File: config.mk
export PLATFORM = sky130hd
export DESIGN_NAME = hashed_value_noise_2d
export DESIGN_NICKNAME = d
export VERILOG_FILES = /design/src/rtl/hvn_pkg.sv /design/src/rtl/hashed_value_noise_2d.sv
export SDC_FILE = /design/constraint.sdc
export NUM_CORES = 2
export LEC_CHECK = 0
export BUFFER_PORTS_ARGS = -buffer_cell sky130_fd_sc_hd__buf_2
export CORE_MARGIN = 3
export CORE_UTILIZATION = 40
export DETAILED_ROUTE_END_ITERATION = 16
export GPL_TIMING_DRIVEN = 0
export SYNTH_ARGS = -nofsm -noshare
export SYNTH_HDL_FRONTEND = slang
export SYNTH_SLANG_ARGS = --single-unit
File: constraint.sdc
create_clock -name clock -period 12.68 [get_ports clock]
set_input_delay 3.804 -clock clock [delete_from_list [all_inputs] [get_ports clock]]
set_output_delay 3.804 -clock clock [all_outputs]
set_load 0.05 [all_outputs]
File: src/rtl/hvn_pkg.sv
// Constants shared by the hashed value noise block, its checker and its testbench.
package hvn_pkg;

   localparam int unsigned FRAC_BITS_DEF = 3;
   localparam int unsigned FRAC_BITS_MIN = 1;
   localparam int unsigned FRAC_BITS_MAX = 8;

   localparam int unsigned COORD_W  = 32;
   localparam int unsigned SEED_W   = 32;
   localparam int unsigned HASH_W   = 32;
   localparam int unsigned CORNER_W = 10;
   localparam int unsigned NOISE_W  = 16;
   localparam int unsigned CORNERS  = 4;

   localparam logic [HASH_W-1:0] HASH_MUL_X   = 32'd374761393;
   localparam logic [HASH_W-1:0] HASH_MUL_Z   = 32'd668265263;
   localparam logic [HASH_W-1:0] HASH_MUL_MIX = 32'd1274126177;

   localparam int unsigned MIX_SHIFT_1 = 13;
   localparam int unsigned MIX_SHIFT_2 = 16;

   localparam logic [NOISE_W-1:0] NOISE_SAT = 16'hFFFF;
   localparam logic [CORNER_W-1:0] CORNER_MAX = 10'd1023;

endpackage

File: src/rtl/hashed_value_noise_2d.sv
// Top level: pipelined 2D hashed value noise with bilinear blend.
//
// Usage:
//   csr_wr_en / csr_wr_data load the 32-bit noise seed; write it only while
//   the pipeline is empty. Reset sets the seed to zero.
//   req_valid / req_ready carry one item: a signed (req_coord_x, req_coord_z)
//   lattice coordinate. rsp_valid / rsp_ready carry the matching
//   rsp_noise_value, in request order, one result per item.
//   Each item passes every register stage from acceptance to rsp_valid. Throughput
//   is one item per cycle while the receiver takes results; the two 32x32 hash
//   multiplies (coordinate scale, final mix) each own a register stage, and those set the clock period.
//   Each stage holds its item while the next one is full, so when the
//   receiver stalls, bubbles are squeezed out first and up to five items
//   are held; req_ready drops only once every stage is occupied.
//   Synchronous active-high reset empties the pipeline (all valid bits low).
//   Results above 16 bits (FRAC_BITS above 3) saturate at 65535.
module hashed_value_noise_2d #(
   parameter int unsigned FRAC_BITS = hvn_pkg::FRAC_BITS_DEF
) (
   input  logic                               clock,
   input  logic                               reset,
   input  logic                               csr_wr_en,
   input  logic [hvn_pkg::SEED_W-1:0]         csr_wr_data,
   input  logic                               req_valid,
   output logic                               req_ready,
   input  logic signed [hvn_pkg::COORD_W-1:0] req_coord_x,
   input  logic signed [hvn_pkg::COORD_W-1:0] req_coord_z,
   output logic                               rsp_valid,
   input  logic                               rsp_ready,
   output logic [hvn_pkg::NOISE_W-1:0]        rsp_noise_value
);

   localparam int unsigned HW    = hvn_pkg::HASH_W;
   localparam int unsigned CW    = hvn_pkg::CORNER_W;
   localparam int unsigned NC    = hvn_pkg::CORNERS;
   localparam int unsigned WT_W  = 2 * FRAC_BITS + 2;
   localparam int unsigned PRD_W = CW + WT_W;
   localparam int unsigned SUM_W = PRD_W + 2;
   localparam int unsigned CMP_W = (SUM_W > hvn_pkg::NOISE_W) ? SUM_W
                                                             : hvn_pkg::NOISE_W;

   // seed register
   logic [hvn_pkg::SEED_W-1:0] seed_ff;

   always_ff @(posedge clock) begin
      if (reset) begin
         seed_ff <= '0;
      end else if (csr_wr_en) begin
         seed_ff <= csr_wr_data;
      end
   end

   // per-stage valid bits and ready chain
   logic s1_vld_ff, s2_vld_ff, s3_vld_ff, s4_vld_ff, s5_vld_ff;
   logic s1_rdy, s2_rdy, s3_rdy, s4_rdy, s5_rdy;

   assign s5_rdy    = !s5_vld_ff || rsp_ready;
   assign s4_rdy    = !s4_vld_ff || s5_rdy;
   assign s3_rdy    = !s3_vld_ff || s4_rdy;
   assign s2_rdy    = !s2_vld_ff || s3_rdy;
   assign s1_rdy    = !s1_vld_ff || s2_rdy;
   assign req_ready = s1_rdy;

   always_ff @(posedge clock) begin
      if (reset) begin
         s1_vld_ff <= 1'b0;
         s2_vld_ff <= 1'b0;
         s3_vld_ff <= 1'b0;
         s4_vld_ff <= 1'b0;
         s5_vld_ff <= 1'b0;
      end else begin
         if (s1_rdy) s1_vld_ff <= req_valid;
         if (s2_rdy) s2_vld_ff <= s1_vld_ff;
         if (s3_rdy) s3_vld_ff <= s2_vld_ff;
         if (s4_rdy) s4_vld_ff <= s3_vld_ff;
         if (s5_rdy) s5_vld_ff <= s4_vld_ff;
      end
   end

   // stage 1: cell index (floor), fractions, coordinate multiplies
   logic [HW-1:0]        cell_x, cell_z;
   logic [HW-1:0]        mul_x_in, mul_z_in, mul_x_ff, mul_z_ff;
   logic [FRAC_BITS-1:0] frac_x_in, frac_z_in, frac_x_ff, frac_z_ff;

   always_comb begin
      cell_x    = HW'(req_coord_x >>> FRAC_BITS);
      cell_z    = HW'(req_coord_z >>> FRAC_BITS);
      mul_x_in  = cell_x * hvn_pkg::HASH_MUL_X;
      mul_z_in  = cell_z * hvn_pkg::HASH_MUL_Z;
      frac_x_in = req_coord_x[FRAC_BITS-1:0];
      frac_z_in = req_coord_z[FRAC_BITS-1:0];
   end

   always_ff @(posedge clock) begin
      if (s1_rdy) begin
         mul_x_ff  <= mul_x_in;
         mul_z_ff  <= mul_z_in;
         frac_x_ff <= frac_x_in;
         frac_z_ff <= frac_z_in;
      end
   end

   // stage 2: x0+1 / z0+1 terms by adding the multiplier, seed xor, first mix;
   // bilinear weights
   logic [HW-1:0]      mul_x1, mul_z1;
   logic [HW-1:0]      pre_h  [NC];
   logic [HW-1:0]      mix_in [NC];
   logic [HW-1:0]      mix_ff [NC];
   logic [FRAC_BITS:0] wx [2];
   logic [FRAC_BITS:0] wz [2];
   logic [WT_W-1:0]    wt_in [NC];
   logic [WT_W-1:0]    wt2_ff [NC];

   always_comb begin
      mul_x1 = mul_x_ff + hvn_pkg::HASH_MUL_X;
      mul_z1 = mul_z_ff + hvn_pkg::HASH_MUL_Z;
      wx[0]  = {1'b1, {FRAC_BITS{1'b0}}} - {1'b0, frac_x_ff};
      wx[1]  = {1'b0, frac_x_ff};
      wz[0]  = {1'b1, {FRAC_BITS{1'b0}}} - {1'b0, frac_z_ff};
      wz[1]  = {1'b0, frac_z_ff};
      // corner i: bit 0 picks x0/x1, bit 1 picks z0/z1
      for (int i = 0; i < NC; i++) begin
         pre_h[i]  = seed_ff ^ ((i % 2 == 1) ? mul_x1 : mul_x_ff)
                             ^ ((i / 2 == 1) ? mul_z1 : mul_z_ff);
         mix_in[i] = pre_h[i] ^ (pre_h[i] >> hvn_pkg::MIX_SHIFT_1);
         wt_in[i]  = WT_W'(wx[i % 2]) * WT_W'(wz[i / 2]);
      end
   end

   always_ff @(posedge clock) begin
      if (s2_rdy) begin
         for (int i = 0; i < NC; i++) begin
            mix_ff[i] <= mix_in[i];
            wt2_ff[i] <= wt_in[i];
         end
      end
   end

   // stage 3: final hash multiply
   logic [HW-1:0]   hash_in [NC];
   logic [HW-1:0]   hash_ff [NC];
   logic [WT_W-1:0] wt3_ff  [NC];

   always_comb begin
      for (int i = 0; i < NC; i++) begin
         hash_in[i] = mix_ff[i] * hvn_pkg::HASH_MUL_MIX;
      end
   end

   always_ff @(posedge clock) begin
      if (s3_rdy) begin
         for (int i = 0; i < NC; i++) begin
            hash_ff[i] <= hash_in[i];
            wt3_ff[i]  <= wt2_ff[i];
         end
      end
   end

   // stage 4: fold, keep low corner bits, weight each corner
   logic [HW-1:0]    fold    [NC];
   logic [CW-1:0]    corner  [NC];
   logic [PRD_W-1:0] prod_in [NC];
   logic [PRD_W-1:0] prod_ff [NC];

   always_comb begin
      for (int i = 0; i < NC; i++) begin
         fold[i]    = hash_ff[i] ^ (hash_ff[i] >> hvn_pkg::MIX_SHIFT_2);
         corner[i]  = fold[i][CW-1:0];
         prod_in[i] = PRD_W'(corner[i]) * PRD_W'(wt3_ff[i]);
      end
   end

   always_ff @(posedge clock) begin
      if (s4_rdy) begin
         for (int i = 0; i < NC; i++) begin
            prod_ff[i] <= prod_in[i];
         end
      end
   end

   // stage 5: sum and saturate into the output register
   logic [SUM_W-1:0]            sum;
   logic [CMP_W-1:0]            sum_ext;
   logic [hvn_pkg::NOISE_W-1:0] noise_in, noise_ff;

   always_comb begin
      sum = SUM_W'(prod_ff[0]) + SUM_W'(prod_ff[1])
          + SUM_W'(prod_ff[2]) + SUM_W'(prod_ff[3]);
      sum_ext = CMP_W'(sum);
      if (sum_ext > CMP_W'(hvn_pkg::NOISE_SAT)) begin
         noise_in = hvn_pkg::NOISE_SAT;
      end else begin
         noise_in = sum_ext[hvn_pkg::NOISE_W-1:0];
      end
   end

   always_ff @(posedge clock) begin
      if (s5_rdy) begin
         noise_ff <= noise_in;
      end
   end

   assign rsp_valid       = s5_vld_ff;
   assign rsp_noise_value = noise_ff;

endmodule

* Word-level counts from Yosys, hierarchy flattened
Memories as Yosys holds them, arrays and structs flattened.
Cells that the tools add are included.
** Cells by class
- Add/sub/neg operators :: 7
- Multipliers :: 14
- $lt $le $gt $ge :: 1
- Muxes and demuxes :: 6
- Bitwise gates (word level) :: 14
- Reduce and logical (&&, ||, !) cells :: 10
** Operators with widths (count)
- XOR 32 bit :: 6
- multiplier 32 x 31 -> 32 bit, second input constant :: 4
- XOR 32 x 19 -> 32 bit :: 4
- multiplier 10 x 8 -> 18 bit :: 4
- XOR 10 bit :: 4
- adder 32 x 29 -> 32 bit, second input constant :: 1
- adder 32 x 30 -> 32 bit, second input constant :: 1
- multiplier 29 x 30 -> 32 bit, second input constant :: 1
- multiplier 29 x 31 -> 32 bit, second input constant :: 1
- adder 19 x 18 -> 20 bit :: 1
- adder 20 x 18 -> 20 bit :: 1
- greater-than comparator 20 x 16 -> 1 bit, second input constant :: 1
- adder 18 x 18 -> 19 bit :: 1
- multiplier 4 x 4 -> 8 bit :: 1
- subtractor 4 x 3 -> 4 bit, first input constant :: 2
- multiplier 3 x 4 -> 7 bit :: 1
- multiplier 4 x 3 -> 7 bit :: 1
- multiplier 3 x 3 -> 6 bit :: 1
- two-way mux 1 bit :: 6
- logical NOT 1 bit :: 5
- logical OR 1 bit :: 5
** Word-level totals
- Flip-flop bits (word level) :: 123
- Bits in writable memories :: 392
- Bits of input ports :: 101
- Output and inout port bits :: 18
- Word-level logic and storage cells :: 68
- Memories kept :: 5
** Memory list
- hash_ff :: words 4, width 32, read ports 4, clocked after memory_dff 0, write ports 4, line hashed_value_noise_2d.sv:141 : logic [HW-1:0] hash_ff [NC];
- mix_ff :: words 4, width 32, read ports 4, clocked after memory_dff 0, write ports 4, line hashed_value_noise_2d.sv:108 : logic [HW-1:0] mix_ff [NC];
- prod_ff :: words 4, width 18, read ports 4, clocked after memory_dff 0, write ports 4, line hashed_value_noise_2d.sv:163 : logic [PRD_W-1:0] prod_ff [NC];
- wt2_ff :: words 4, width 8, read ports 4, clocked after memory_dff 0, write ports 4, line hashed_value_noise_2d.sv:112 : logic [WT_W-1:0] wt2_ff [NC];
- wt3_ff :: words 4, width 8, read ports 4, clocked after memory_dff 0, write ports 4, line hashed_value_noise_2d.sv:142 : logic [WT_W-1:0] wt3_ff [NC];

* Logic depth before layout (Yosys ltp)
- Depth after elaboration :: 7
- Gate-level depth with buffers :: 25
- Depth with buffers taken out :: 25

* Worst setup path after synthesis
Ideal clock, no wire load.
- Path type :: input-to-output
- Start point :: input rsp_ready
- End point :: output req_ready
- Arrival time :: 6.225 ns
- Slack :: 2.651 ns
- Stages :: 3
- Buffers on the path :: 0
- Path through :: nor2b_1 and3_1 nand3_1
** Between the ends
- Word-level cells in the longest chain between the ends :: 5
** Ends and longest elaborated chain
- start: declaration :: line hashed_value_noise_2d.sv:29 : input logic rsp_ready,
- logical OR 1 bit :: line hashed_value_noise_2d.sv:57 : assign s5_rdy = !s5_vld_ff || rsp_ready;
- logical OR 1 bit :: line hashed_value_noise_2d.sv:58 : assign s4_rdy = !s4_vld_ff || s5_rdy;
- logical OR 1 bit :: line hashed_value_noise_2d.sv:59 : assign s3_rdy = !s3_vld_ff || s4_rdy;
- logical OR 1 bit :: line hashed_value_noise_2d.sv:60 : assign s2_rdy = !s2_vld_ff || s3_rdy;
- logical OR 1 bit :: line hashed_value_noise_2d.sv:61 : assign s1_rdy = !s1_vld_ff || s2_rdy;
- end: declaration :: line hashed_value_noise_2d.sv:25 : output logic req_ready,
No other way between the ends.

* Worst setup path after layout
- Start point :: input req_coord_z[5] (netlist bit)
- End point :: register mul_z_ff[31], data pin
** Between the ends
- Word-level cells in the longest chain between the ends :: 1
** Ends and longest elaborated chain
- start: declaration :: line hashed_value_noise_2d.sv:27 : input logic signed [hvn_pkg::COORD_W-1:0] req_coord_z,
- multiplier 29 x 31 -> 32 bit :: line hashed_value_noise_2d.sv:89 : mul_z_in = cell_z * hvn_pkg::HASH_MUL_Z;
- via mul_z_in[31] :: line hashed_value_noise_2d.sv:82 : logic [HW-1:0] mul_x_in, mul_z_in, mul_x_ff, mul_z_ff;
- end signal: assignment :: line hashed_value_noise_2d.sv:97 : mul_z_ff <= mul_z_in;
- end: declaration :: line hashed_value_noise_2d.sv:82
The timed path passes the listed nets, and every way through them passes these cells.
A chain may end at the register's enable or synchronous reset.

==> impl_metrics.py <==
metrics = {
    "min_path": {
        "hp-start": "wt2_ff[1][5]",
        "whs_path_depth": 0,
        "whs_endpoint": "wt3_ff[1][5]",
        "min_path_type": "flop to flop",
    },
    "detailed_routing": {
        "firstDrtPassIters": 6,
        "ant_nets": 0,
        "routedWlPerCell_um": 17.2,
        "wirelength_um": 145000,
        "drc": 0,
        "drtIter0Drc": 1909,
        "routed_via_density": 4.70,
        "via_count": 39600,
    },
    "global_routing": {
        "overflow": 0,
        "grt_pass1_wl_um": 236000,
        "antenna_found_initial": 5,
        "track_usage": 0.178,
        "grt_max_degree": 70,
        "grt_pass1_vias": 43500,
    },
    "yosys": {
        "synth_top_area_share": 0.321,
        "synthTopCellsByCount": "1770 x inv_1, 1080 x ha_1, 1045 x fa_1",
        "yosysMostFrequentCell": "inv_1",
        "synth_nets": 8276,
        "synth_area_leaders": "fa_1 32%, ha_1 21%, edfxtp_1 18%",
        "synth-seq-area-share": 0.191,
        "synth_edf_count": 391,
        "ys_ff_latch": 428,
        "postSynthCellCount": 6050,
        "yosys.area.top_type": "fa_1",
        "async_flop_share": 0,
        "yosysUniqueCellTypes": 79,
        "ys.flop_type": "edfxtp_1",
        "postSynthAreaPerCell_um2": 10.8,
        "syn_area_um2": 65200,
        "ys_warn_count": 0,
    },
    "status": {
        "outcome": "complete, no violations",
    },
    "final_layout": {
        "layout-drive-gt1-share": 0.0402,
        "nets": 8448,
        "area_growth_pct": 7.68,
        "final_cells": 8423,
        "n_fill_cell": 15500,
    },
    "die": {
        "die_h_um": 410,
        "coreArea_um2": 161000,
        "rows": 147,
        "initial_utilization": 0.404,
        "die_x_um": 410,
        "die-area_um2": 168000,
        "io_pins": 119,
    },
    "clocking": {
        "cts_buffer_depth": 3,
        "numCtsBuffers": 49,
        "root_buffer": "clkbuf_16",
        "cts_sinks": 428,
        "clk_latency_ns": 0.62,
        "clk_pin_slew_ns": 0.07,
        "cts_hold_buf": 0,
        "post_cts_resized": 0,
        "htreeDepth": 2,
        "cts_setup_buffers": 0,
        "cts_tree": "yes",
    },
    "critical_path": {
        "r2r-start": "mix_ff[0][0]",
        "path_buf_inv": 5,
        "slowest_delay_ns": 0.57,
        "crit_chain": "buf_2 > ha_1 > fa_1 > inv_1 > fa_1 > inv_1 > fa_1 > fa_1 > fa_1 > fa_1 > inv_1 > fa_1 > inv_1 > ha_1 > a21oi_1 > o21ai_0 > a211o_1 > o21ai_0 > a31oi_1 > a211o_1 > a21oi_1 > xnor2_1",
        "critPathTopFamily": "adder cells",
        "worst_path_max_delay_cell": "fa_1",
        "cp-start-kind": "primary input",
        "critPathArrivalTime_ns": 10.77,
        "critPathMaxFanout": 8,
        "reg2reg_depth": 21,
        "crit_required_ns": 13.02,
        "reg2reg_slack_ns": 6.08,
        "r2r-end": "hash_ff[0][22]",
        "worstSetupPathType": "primary input to flop",
        "critPathCaptureType": "flop",
        "path_common_cell": "fa_1",
    },
    "job": {
        "maxCapViolCount": 0,
    },
    "timing": {
        "hold_viol_final": 0,
        "skew_ns": 0.0310,
        "rsz0062_at_grt": "no",
        "slew_violations": 0,
        "fin_ws_ns": 2.25,
        "finalCriticalPeriod_ns": 10.43,
        "worst_pin_slew_ns": 1.10,
        "setup_violations": 0,
        "tns_ns": 0,
        "post-route-period-util": 0.822,
        "fmax_mhz": 95.9,
        "slew_headroom": 0.267,
    },
    "placement": {
        "dp_slack_ns": 1.53,
        "place_congestion": 0.927,
        "dp_cells": 8331,
        "portBuffers": 116,
        "place_hpwl_um": 127000,
    },
}
==> worst max-delay path by stage <==
stage / end / slack, ns / depth (start not counted) / startpoint
floorplan: req_ready / 2.65 / 3 / rsp_ready
global placement: req_ready / 0.54 / 5 / rsp_ready
detailed placement: mul_z_ff[31] / 1.53 / 22 / req_coord_z[5]
CTS: mul_z_ff[31] / 2.17 / 22 / req_coord_z[5]
global route: mul_z_ff[31] / 1.92 / 22 / req_coord_z[5]
finish: mul_z_ff[31] / 2.25 / 22 / req_coord_z[5]
==> final cells by class <==
| cell class | count | area [um^2] | area share |
|---|---|---|---|
| multi-input cells | 3830 | 46000 | 0.655 |
| flip-flops and latches | 428 | 12500 | 0.178 |
| inverters | 1770 | 6650 | 0.0947 |
| well taps | 2160 | 2700 | 0.0385 |
| clock buffers | 52 | 1240 | 0.0176 |
| repair buffers | 121 | 711 | 0.0101 |
| clock inverters | 39 | 322 | 0.00458 |
| plain buffers | 22 | 91.3 | 0.00130 |
| diodes | 1 | 2.50 | 0.0000357 |
==> sequential cells by signal, summed over array words and instances (netlist names), 3 cells and up <==
register         cells
rsp_noise_value     16
frac_z_ff            3
frac_x_ff            3
mul_z_ff            32
wt2_ff              25
wt3_ff              25
seed_ff             32
mul_x_ff            32
mix_ff             104
prod_ff             71
hash_ff             80
==> cells by family (layout without fill, tap and decap cells) <==
kind of cell             after synthesis  after routing  synth area share
adder cells (fa/ha/maj)             2125           2125             0.528
AO/OA/AOI/OAI                        384            384            0.0393
buffers and inverters               1792           2004             0.103
XOR/XNOR                             560            560            0.0756
flip-flops                           428            428             0.191
AND/OR/NAND/NOR                      726            726            0.0566
multiplexers                          35             35           0.00539
other                                  0              1                 0
==> through the flow <==
step	utilization	instance area, um^2	hold WS, ns
floorplan	-	65200	0.400
global placement	0.424	68500	0.401
detailed placement	0.425	68600	0.405
CTS	0.435	70200	0.410
global route	0.435	70200	0.412
finish	0.435	70200	0.407
==> layer usage <==
metal,track usage,up-vias,routed length (um)
li1,-,19000,-
met1,0.243,19800,66500
met2,0.302,663,68500
met3,0.0167,188,4720
met4,0.0521,2,4860
met5,0,-,13
==> placed cells by master, fill, tap and decap left out, types with 42 or more instances in the layout <==
| cell | n |
|---|---|
| o21ai_0 | 61 |
| nand2_1 | 174 |
| and2_1 | 222 |
| clkbuf_16 | 49 |
| xnor2_1 | 401 |
| nor2_1 | 147 |
| fa_1 | 1045 |
| ha_1 | 1080 |
| inv_1 | 1769 |
| a21oi_1 | 101 |
| edfxtp_1 | 391 |
| xor2_1 | 156 |
| buf_2 | 117 |
| a21o_1 | 42 |
| nor3_1 | 47 |
Power is not shown: default switching activity piles up to over one toggle a cycle in this logic, so the estimate is an artifact.
